==> src/hdl/c6502_pkg.sv <==
package c6502_pkg;

  // Memory address width; the program counter itself is always 16 bits
  localparam int ADDR_WIDTH = 16;

  localparam logic [15:0] PC_RESET = 16'h0600;

  // Request kinds
  localparam logic REQ_WRITE = 1'b0;
  localparam logic REQ_EXEC  = 1'b1;

  // Known opcodes
  localparam logic [7:0] OP_ADC_IMM = 8'h69;
  localparam logic [7:0] OP_INX     = 8'hE8;
  localparam logic [7:0] OP_LDA_IMM = 8'hA9;
  localparam logic [7:0] OP_LDA_ABS = 8'hAD;
  localparam logic [7:0] OP_STA_ABS = 8'h8D;
  localparam logic [7:0] OP_TAX     = 8'hAA;

  // ALU operations
  localparam logic [2:0] ALU_NOP = 3'd0;
  localparam logic [2:0] ALU_ADC = 3'd1;
  localparam logic [2:0] ALU_LDA = 3'd2;
  localparam logic [2:0] ALU_INX = 3'd3;
  localparam logic [2:0] ALU_TAX = 3'd4;

  typedef struct packed {
    logic        req_type;
    logic [15:0] mem_address;
    logic [7:0]  write_data;
  } in_item_t;

  typedef struct packed {
    logic [7:0]  out_acc;
    logic [7:0]  out_x;
    logic [15:0] out_pc;
    logic        out_negative;
    logic        out_overflow;
    logic        out_zero;
    logic        out_carry;
    logic        bad_opcode;
  } out_item_t;

  // Architectural registers apart from the program counter
  typedef struct packed {
    logic [7:0] acc;
    logic [7:0] x;
    logic       n;
    logic       v;
    logic       z;
    logic       c;
  } regs_t;

endpackage

==> src/hdl/c6502_alu.sv <==
module c6502_alu (
  input  logic [2:0]       alu_op,
  input  logic [7:0]       operand,
  input  c6502_pkg::regs_t regs_in,
  output c6502_pkg::regs_t regs_out
);

  logic [8:0] sum;
  logic [7:0] res;

  // Add with carry
  assign sum = {1'b0, regs_in.acc} + {1'b0, operand} + {8'd0, regs_in.c};
  assign res = sum[7:0];

  always_comb begin
    regs_out = regs_in;
    unique case (alu_op)
      c6502_pkg::ALU_NOP: begin
      end
      c6502_pkg::ALU_ADC: begin
        regs_out.acc = res;
        regs_out.c   = sum[8];
        regs_out.v   = ~(regs_in.acc[7] ^ operand[7]) & (regs_in.acc[7] ^ res[7]);
        regs_out.n   = res[7];
        regs_out.z   = (res == 8'd0);
      end
      c6502_pkg::ALU_LDA: begin
        regs_out.acc = operand;
        regs_out.n   = operand[7];
        regs_out.z   = (operand == 8'd0);
      end
      c6502_pkg::ALU_INX: begin
        regs_out.x = regs_in.x + 8'd1;
        regs_out.n = regs_out.x[7];
        regs_out.z = (regs_out.x == 8'd0);
      end
      c6502_pkg::ALU_TAX: begin
        regs_out.x = regs_in.acc;
        regs_out.n = regs_in.acc[7];
        regs_out.z = (regs_in.acc == 8'd0);
      end
      default: begin
      end
    endcase
  end

endmodule

==> config.mk <==
export PLATFORM = sky130hd
export DESIGN_NAME = c6502_alu
export DESIGN_NICKNAME = d
export VERILOG_FILES = /design/src/hdl/c6502_pkg.sv /design/src/hdl/c6502_alu.sv
export SDC_FILE = /design/constraint.sdc
export NUM_CORES = 1
export LEC_CHECK = 0
export BUFFER_PORTS_ARGS = -buffer_cell sky130_fd_sc_hd__buf_4
export CAP_MARGIN = 0
export CORE_MARGIN = 2
export CORE_UTILIZATION = 35
export DETAILED_ROUTE_END_ITERATION = 12
export SLEW_MARGIN = 20
export SYNTH_ARGS = -nofsm -noshare
export SYNTH_HDL_FRONTEND = slang
export SYNTH_SLANG_ARGS = --single-unit
==> constraint.sdc <==
create_clock -name vclk -period 5.1
set_input_delay 1.02 -clock vclk [all_inputs]
set_output_delay 1.02 -clock vclk [all_outputs]
set_load 0.005 [all_outputs]
# After elaboration in Yosys (flattened, before gate mapping)
# Cells that the tools add are included.
[totals] mem_bits_rw=0 register_bits=0 latchBits=0 memories=0 out_inout_bits=20 input_bits=31 rom_bits=0
[op_classes] muxes=6 n_addsub=3 n_div=0 n_bitwise=4 reduce_logical=4 magnitude_cmp=0 multipliers=0 eq_ne=4 shifts=0
[op_table] cell="8-bit zero test" count=4
[op_table] cell="8-bit case mux with 2 select lines" count=2
[op_table] cell="8-bit by 8-bit adder with 9-bit output" count=1
[op_table] cell="9-bit by 1-bit adder with 9-bit output" count=1
[op_table] cell="8-bit by 1-bit adder with 8-bit output, second input constant" count=1
[op_table] cell="1-bit case mux with 4 select lines" count=2
[op_table] cell="3-bit by 2-bit equality test with 1-bit output, second input constant" count=2
[op_table] cell="3-bit by 1-bit equality test with 1-bit output, second input constant" count=1
[op_table] cell="3-bit equality test, second input constant" count=1
[op_table] cell="1-bit two-way mux" count=2
[op_table] cell="1-bit bitwise XOR" count=2
[op_table] cell="1-bit AND" count=1
[op_table] cell="1-bit inverter" count=1

# Longest topological paths before layout
# Gate-level depths: netlist of the first run.
[logic_depth] depth_word=5 mapped_depth=10

# Worst setup path after synthesis of the first run
# OpenSTA, ideal clock, no wires.
[synth_path] path_type="input-to-output" from="input operand[0]" to="output regs_out[1] (netlist name)" required_time_ns=4.080 cell_stages=9 path_slack_ns=1.409 arrival_time_ns=2.671 path_cell_list="inv_1 -> fa_1 -> inv_1 -> fa_1 -> inv_1 -> o2111ai_1 -> nor4_1 -> o21ai_0 -> o41ai_1"
[synth_rtl] element="from (decl)" line_no="c6502_alu.sv:3" source="input logic [7:0] operand,"
[synth_rtl] element="to (decl)" line_no="c6502_alu.sv:5" source="output c6502_pkg::regs_t regs_out"

==> results.tsv, run 1 <==
stage	metric	value	unit
timing	max_freq	247	MHz
floorplan	dieWidth	65.1	µm
timing	finalSetupViolCount	0	
synth	syn_area	1310	µm²
power_and_ir_drop	switchingPower	94.7	µW
global_routing	overflow	0	
timing	fin_setup_tns	0	ps
job	max_cap_viol_count	0	
cells_and_area	layout-drive-gt1-share	24.6	%
global_routing	antenna_found_initial	0	
floorplan	io_pins	51	
synth	ys_types	49	
global_routing	groute.layer.met2.usage	34.0	%
floorplan	rows	22	
synth	synth_nets	249	
worst_setup_path	crit_arrival	3030	ps
timing	worstMarginPinSlew	550	ps
drt	wire_per_inst	14.9	µm
cells_and_area	insertedDiodeCount	0	
cells_and_area	final_util	46.3	%
cells_and_area	nets	288	
placed_design	dpl-instance-area	1680	µm²
cells_and_area	final_cell_area	1680	µm²
global_routing	grt_start_max_net_pins	40	
synth	synth.largest_area_cell	a21oi_1	
worst_setup_path	critPathMaxFanout	4	
clock_tree	cts_setup_buffers	0	
global_routing	grt_busiest_layer	met2	
cells_and_area	fill_cells	416	
cells_and_area	syn_to_final_growth	29.1	%
power_and_ir_drop	p_clk_share	0	%
cells_and_area	nFlopsAndLatches	0	
timing	rsz0062_at_grt	false	
synth	ys_warn_count	0	
worst_setup_path	required	4080	ps
global_routing	use_met3	1.04	%
global_routing	globalRouteMet1Util	30.8	%
drt	viasPerCell	5.84	
timing	slew_violations	0	
global_routing	grt_pass1_vias	1449	
power_and_ir_drop	p_int	83.3	µW
clock_tree	post_cts_resized	0	
synth	syn_inst	207	
drt	drtIter0Drc	156	
power_and_ir_drop	power	178	µW
cells_and_area	final_common_cell	buf_4	
synth	synth_area_leaders	a21oi_1, ha_1, o21ai_0	
power_and_ir_drop	p_comb_share	100.0	%
cells_and_area	mostFrequentLayoutCells	buf_4, a21oi_1, nor2_1	
timing	slew_headroom	63.2	%
floorplan	die-height	65.1	µm
power_and_ir_drop	power.density	106	nW/µm²
floorplan	initial_utilization	35.9	%
worst_setup_path	setup.worst_path.class	input pin to primary output	
worst_hold_path	hp-class	input pin to primary output	
placed_design	io_buffers	51	
cells_and_area	multi_input_area	1210	µm²
drt	antenna_left	0	
worst_setup_path	crit_path_start_kind	input pin	
synth	seq_area_frac_synth	0	%
drt	drc	0	
cells_and_area	nClkBuffers	0	
drt	wl	4.35	mm
synth	synth.avg_cell_area	6.30	µm²
placed_design	hpwl	3.31	mm
floorplan	die_area	4230	µm²
outcome	status	completed	
drt	vias	1705	
power_and_ir_drop	ir_drop	0.0000545	V
placed_design	gp_congestion	0.857	
worst_setup_path	cp-end-kind	primary output	
floorplan	core_area	3630	µm²
drt	drt-pass1-iter-count	4	
synth	synth_top_area_share	13.0	%
power_and_ir_drop	swShare	53.2	%
cells_and_area	seq_area	0	µm²
clock_tree	hold_buffers	0	
power_and_ir_drop	total_leakage_power	0.721	nW
timing	hold_viol_final	0	
global_routing	grt_pass1_wl	7.06	mm
power_and_ir_drop	p_seq_share	0	%
timing	fin_crit_sh	79.4	%
timing	min_period	4050	ps
global_routing	gr-usage-all-layers	20.4	%
-- per-stage QoR --
step | std cells | setup WS [ps] | hold slack, ps
global route | 292 | 868 | 2330
detailed placement | 292 | 1050 | 2310
CTS | 292 | 1040 | 2320
finish | 292 | 1050 | 2310
global placement | 292 | 1080 | 2310
floorplan | 207 | 1410 | 2130
-- worst paths after layout --
path / from / to / slack (ps) / cells after the start
worst max-delay path: regs_in[12] / regs_out[1] / 1050 / 12
worst min-delay path: regs_in[2] / regs_out[2] / 2310 / 4
-- cells in the mapped netlist (5+ instances only) --
cell type  count
a21oi_1       34
buf_2          6
ha_1           9
inv_1          9
nand2_1       12
nand3_1        5
nor2_1        23
nor2b_1        7
o21ai_0       18
o22ai_1       12
xnor2_1        5
-- cell type report --
class | instances | share of cell area, %
inverters | 9 | 2.01
multi-input cells | 184 | 71.7
well taps | 48 | 3.57
repair buffers | 51 | 22.7
-- worst max-delay path, stage by stage --
cell and delay (ps):
buf_4 120, inv_1 90, fa_1 200, inv_1 60, fa_1 390, nand3_1 100
nand2_1 60, xor2_1 160, nor4_1 270, o21ai_0 120, o41ai_1 260, buf_4 170
-- kinds of logic after synthesis --
| group | Yosys count | share of synthesized area (%) |
|---|---|---|
| AO/OA/AOI/OAI | 96 | 47.5 |
| adder cells (fa/ha/maj) | 11 | 11.7 |
| XOR/XNOR | 9 | 6.62 |
| buffers and inverters | 23 | 7.48 |
| AND/OR/NAND/NOR | 67 | 26.0 |
| multiplexers | 1 | 0.767 |
-- power by group through the flow --
stage	Clock, mW	Sequential (mW)	Combinational, mW
6_report	0	0	0.178
5_1_grt	0	0	0.197
4_1_cts	0	0	0.177
3_5_place_dp	0	0	0.177
3_3_place_gp	0	0	0.177
2_1_floorplan	0	0	0.105
-- per-layer routing --
layer	share of wire (%)	up-vias
li1	-	857
met2	46	57
met1	47	791
met4	0	0
met5	0	-
met3	6.8	0
Note: power is estimated with default switching activity, not from simulation.
==> run 2: changes to the inputs <==
- clock period: 5.1 -> 3.9 ns (I/O delays scaled with it)
==> run 2 against run 1 <==
First-iteration DRC count rose by 1.9%. Via count shrank 1.8%. Worst hold slack worse by 480 ps. Critical path depth down 1. Design area stayed put. Total power up 31%. Cell count unchanged. Sequential share of layout area is the same. Utilization unchanged. Global-route usage is 0.072 points higher. Non-clock buffer count stayed put. Wire length is 0.62% higher. Largest power group unchanged.
==> results.tsv, run 2 (same netlist as run 1, synthesis figures left out) <==
stage	metric	value	unit
timing	max_freq	281	MHz
timing	slew_headroom	64.2	%
timing	worstMarginPinSlew	535	ps
global_routing	grt_pass1_wl	7.09	mm
power_and_ir_drop	total_leakage_power	0.721	nW
placed_design	io_buffers	51	
drt	vias	1674	
timing	fin_setup_tns	0	ps
cells_and_area	nClkBuffers	0	
cells_and_area	nets	288	
floorplan	die_area	4230	µm²
global_routing	overflow	0	
global_routing	grt_pass1_vias	1427	
floorplan	io_pins	51	
worst_hold_path	hold_depth	4	
global_routing	gr-usage-all-layers	20.5	%
clock_tree	post_cts_resized	0	
drt	drc	0	
worst_setup_path	critPathMaxFanout	2	
global_routing	grt_start_max_net_pins	40	
timing	min_period	3550	ps
cells_and_area	final_common_cell	buf_4	
placed_design	placed_cells	292	
drt	drt-pass1-iter-count	4	
timing	rsz0062_at_grt	false	
cells_and_area	fill_cells	417	
cells_and_area	mostFrequentLayoutCells	buf_4, a21oi_1, nor2_1	
timing	slew_violations	0	
cells_and_area	syn_to_final_growth	29.1	%
worst_hold_path	hp-class	input pin to primary output	
drt	viasPerCell	5.73	
timing	finalSetupViolCount	0	
global_routing	antenna_found_initial	0	
placed_design	pre_cts_ws	324	ps
drt	antenna_left	0	
cells_and_area	seq_area	0	µm²
floorplan	dieWidth	65.1	µm
timing	setup_slack	345	ps
floorplan	rows	22	
power_and_ir_drop	power	233	µW
drt	drtIter0Drc	159	
cells_and_area	insertedDiodeCount	0	
cells_and_area	multi_input_area	1210	µm²
cells_and_area	nFlopsAndLatches	0	
power_and_ir_drop	power.density	138	nW/µm²
worst_setup_path	crit_path_start_kind	input pin	
placed_design	gp_congestion	0.857	
drt	wire_per_inst	15.0	µm
cells_and_area	layout-drive-gt1-share	24.6	%
drt	wl	4.37	mm
clock_tree	cts_setup_buffers	0	
floorplan	core_area	3630	µm²
clock_tree	hold_buffers	0	
outcome	status	completed	
placed_design	hpwl	3.37	mm
timing	fin_crit_sh	91.2	%
worst_setup_path	crit_arrival	2770	ps
job	max_cap_viol_count	0	
worst_setup_path	setup.worst_path.class	input pin to primary output	
power_and_ir_drop	ir_drop	0.0000566	V
floorplan	die-height	65.1	µm
timing	hold_viol_final	0	
worst_setup_path	required	3120	ps
worst_setup_path	cp-end-kind	primary output	
floorplan	initial_utilization	35.9	%
cells_and_area	layout.cells.non_filler	292	
==> run 2: cell counts in the layout (fill, tap and decap cells not counted) <==
Identical to the previous run, type by type.
==> run 2: through the flow <==
| stage | utilization [%] | instance area [µm²] | hold WS [ps] |
|---|---|---|---|
| detailed placement | 46.3 | 1680 | 1840 |
| finish | 46.3 | 1680 | 1830 |
| global placement | 46.3 | 1680 | 1830 |
| floorplan | - | 1310 | 1650 |
| CTS | 46.3 | 1680 | 1840 |
| global route | 46.3 | 1680 | 1860 |
==> run 2: area by class of cell <==
class	count	share of cell area [%]
Timing Repair Buffer	51	22.7
Inverter	9	2.01
Tap cell	48	3.57
Multi-Input combinational cell	184	71.7
==> run 2: layer usage <==
layer  share of wire [%]  up-vias  GRT usage, %
met4                   0        0             0
met5                   0        -             0
li1                    -      857             -
met2                  45       39          33.0
met1                  50      778          32.1
met3                 5.0        0         0.521
==> run 2: worst paths after layout <==
| check | start | slack, ps | to |
|---|---|---|---|
| min | regs_in[2] | 1830 | regs_out[2] |
| max | operand[0] | 350 | regs_out[1] |
==> run 2: worst max-delay path, cell delays in order <==
cell	delay, ps
buf_4	80
inv_1	60
fa_1	430
inv_1	80
fa_1	200
nand3_1	90
a21boi_0	230
o31ai_1	120
a21boi_0	150
o41ai_1	370
buf_4	170
==> run 2: power by group <==
| part | switching [mW] | internal (mW) | leakage [nW] |
|---|---|---|---|
| combinational | 0.124 | 0.109 | 0.721 |
| sequential | 0 | 0 | 0 |
| clock | 0 | 0 | 0 |
| total | 0.124 | 0.109 | 0.721 |
==> run 3: changes to the inputs <==
- CORE_UTILIZATION: 35 -> 29
==> run 3 against run 2 <==
Design area rose by 0.30%. Total power grew 0.94%. Cell count grew 1.4%. Via count up 0.60%. Worst hold slack lost 4.2 ps. First-iteration DRC count is 36% lower. Combinational power hardly changed. Global-route usage down 2.3 points. Fmax is 0.86% lower. Clock-buffer cell count did not move. Wire length grew 5.4%. Sequential share of layout area unchanged. Critical path type unchanged. Largest cell class unchanged. Largest power group unchanged.
==> results.tsv, run 3 (same netlist as run 1, synthesis figures left out) <==
stage	metric	value	unit
clock_tree	post_cts_resized	0	
floorplan	rows	24	
timing	slew_headroom	56.9	%
timing	fin_setup_tns	0	ps
job	max_cap_viol_count	0	
clock_tree	cts_setup_buffers	0	
floorplan	dieWidth	71.1	µm
worst_setup_path	cp_cell_sequence	buf_4 -> inv_1 -> fa_1 -> inv_1 -> fa_1 -> nand3_1 -> nand2_1 -> xor2_1 -> nor4_1 -> o21ai_0 -> o41ai_1 -> buf_4	
worst_setup_path	path_buf_inv	4	
placed_design	placed_cells	296	
global_routing	antenna_found_initial	0	
drt	wire_per_inst	15.6	µm
cells_and_area	seq_area	0	µm²
floorplan	initial_utilization	30.0	%
timing	rsz0062_at_grt	false	
timing	hold_slack	1830	ps
placed_design	hpwl	3.55	mm
cells_and_area	final_common_cell	buf_4	
cells_and_area	fill_cells	478	
floorplan	die-height	71.1	µm
cells_and_area	nFlopsAndLatches	0	
cells_and_area	layout-drive-gt1-share	24.6	%
timing	worstMarginPinSlew	645	ps
placed_design	io_buffers	51	
worst_hold_path	hp-class	input pin to primary output	
timing	min_period	3590	ps
drt	drc	0	
placed_design	gp_congestion	0.812	
floorplan	io_pins	51	
worst_setup_path	crit_family	adder cells	
timing	finalSetupViolCount	0	
drt	wl	4.61	mm
global_routing	gr-usage-all-layers	18.2	%
global_routing	grt_pass1_vias	1534	
cells_and_area	insertedDiodeCount	0	
global_routing	overflow	0	
cells_and_area	layout.cells.non_filler	296	
drt	drt-pass1-iter-count	4	
outcome	status	completed	
worst_setup_path	cp_slowest_cell	fa_1	
cells_and_area	nClkBuffers	0	
power_and_ir_drop	total_leakage_power	0.721	nW
floorplan	core_area	4350	µm²
global_routing	grt_pass1_wl	7.72	mm
worst_setup_path	cp-end-kind	primary output	
cells_and_area	nets	288	
cells_and_area	multi_input_area	1210	µm²
floorplan	die_area	5050	µm²
worst_setup_path	cp_slowest_stage_delay	400	ps
drt	viasPerCell	5.69	
worst_setup_path	crit_path_start_kind	input pin	
worst_setup_path	crit_arrival	2810	ps
worst_setup_path	critPathMaxFanout	4	
timing	fin_crit_sh	91.9	%
drt	antenna_left	0	
power_and_ir_drop	ir_drop	0.0000372	V
clock_tree	hold_buffers	0	
global_routing	grt_start_max_net_pins	40	
timing	hold_viol_final	0	
drt	drtIter0Drc	101	
cells_and_area	syn_to_final_growth	29.4	%
drt	vias	1684	
cells_and_area	mostFrequentLayoutCells	buf_4, a21oi_1, nor2_1	
timing	max_freq	279	MHz
power_and_ir_drop	power.density	139	nW/µm²
timing	slew_violations	0	
worst_setup_path	setup.worst_path.class	input pin to primary output	
worst_setup_path	required	3120	ps
[run 3: cell type report]
| cell class | instances | share of cell area (%) |
|---|---|---|
| inverters | 9 | 2.00 |
| well taps | 52 | 3.85 |
| repair buffers | 51 | 22.7 |
| multi-input cells | 184 | 71.5 |
[run 3: metrics by stage]
step / worst slack, ps / cell area (µm²) / total power [mW] / util (%)
floorplan: 689 / 1310 / 0.137 / -
global placement: 351 / 1690 / 0.233 / 38.8
detailed placement: 304 / 1690 / 0.234 / 38.8
CTS: 297 / 1690 / 0.235 / 38.8
global route: 90.0 / 1690 / 0.262 / 38.8
finish: 314 / 1690 / 0.235 / 38.8
[run 3: power breakdown]
group / leakage, nW / switching (mW) / internal [mW]
Combinational: 0.721 / 0.126 / 0.109
Clock: 0 / 0 / 0
Sequential: 0 / 0 / 0
[run 3: worst paths after layout]
kind / start / endpoint / slack, ps / depth (start not counted)
hold / removal: regs_in[2] / regs_out[2] / 1830 / 4
setup / recovery: regs_in[12] / regs_out[1] / 310 / 12
[run 3: per-layer routing]
| metal | vias up | track usage (%) | wire [µm] |
|---|---|---|---|
| met5 | - | 0 | 0 |
| met4 | 0 | 1.47 | 39 |
| met3 | 4 | 0.997 | 246 |
| met2 | 54 | 31.3 | 2210 |
| met1 | 768 | 26.1 | 2110 |
| li1 | 858 | - | - |
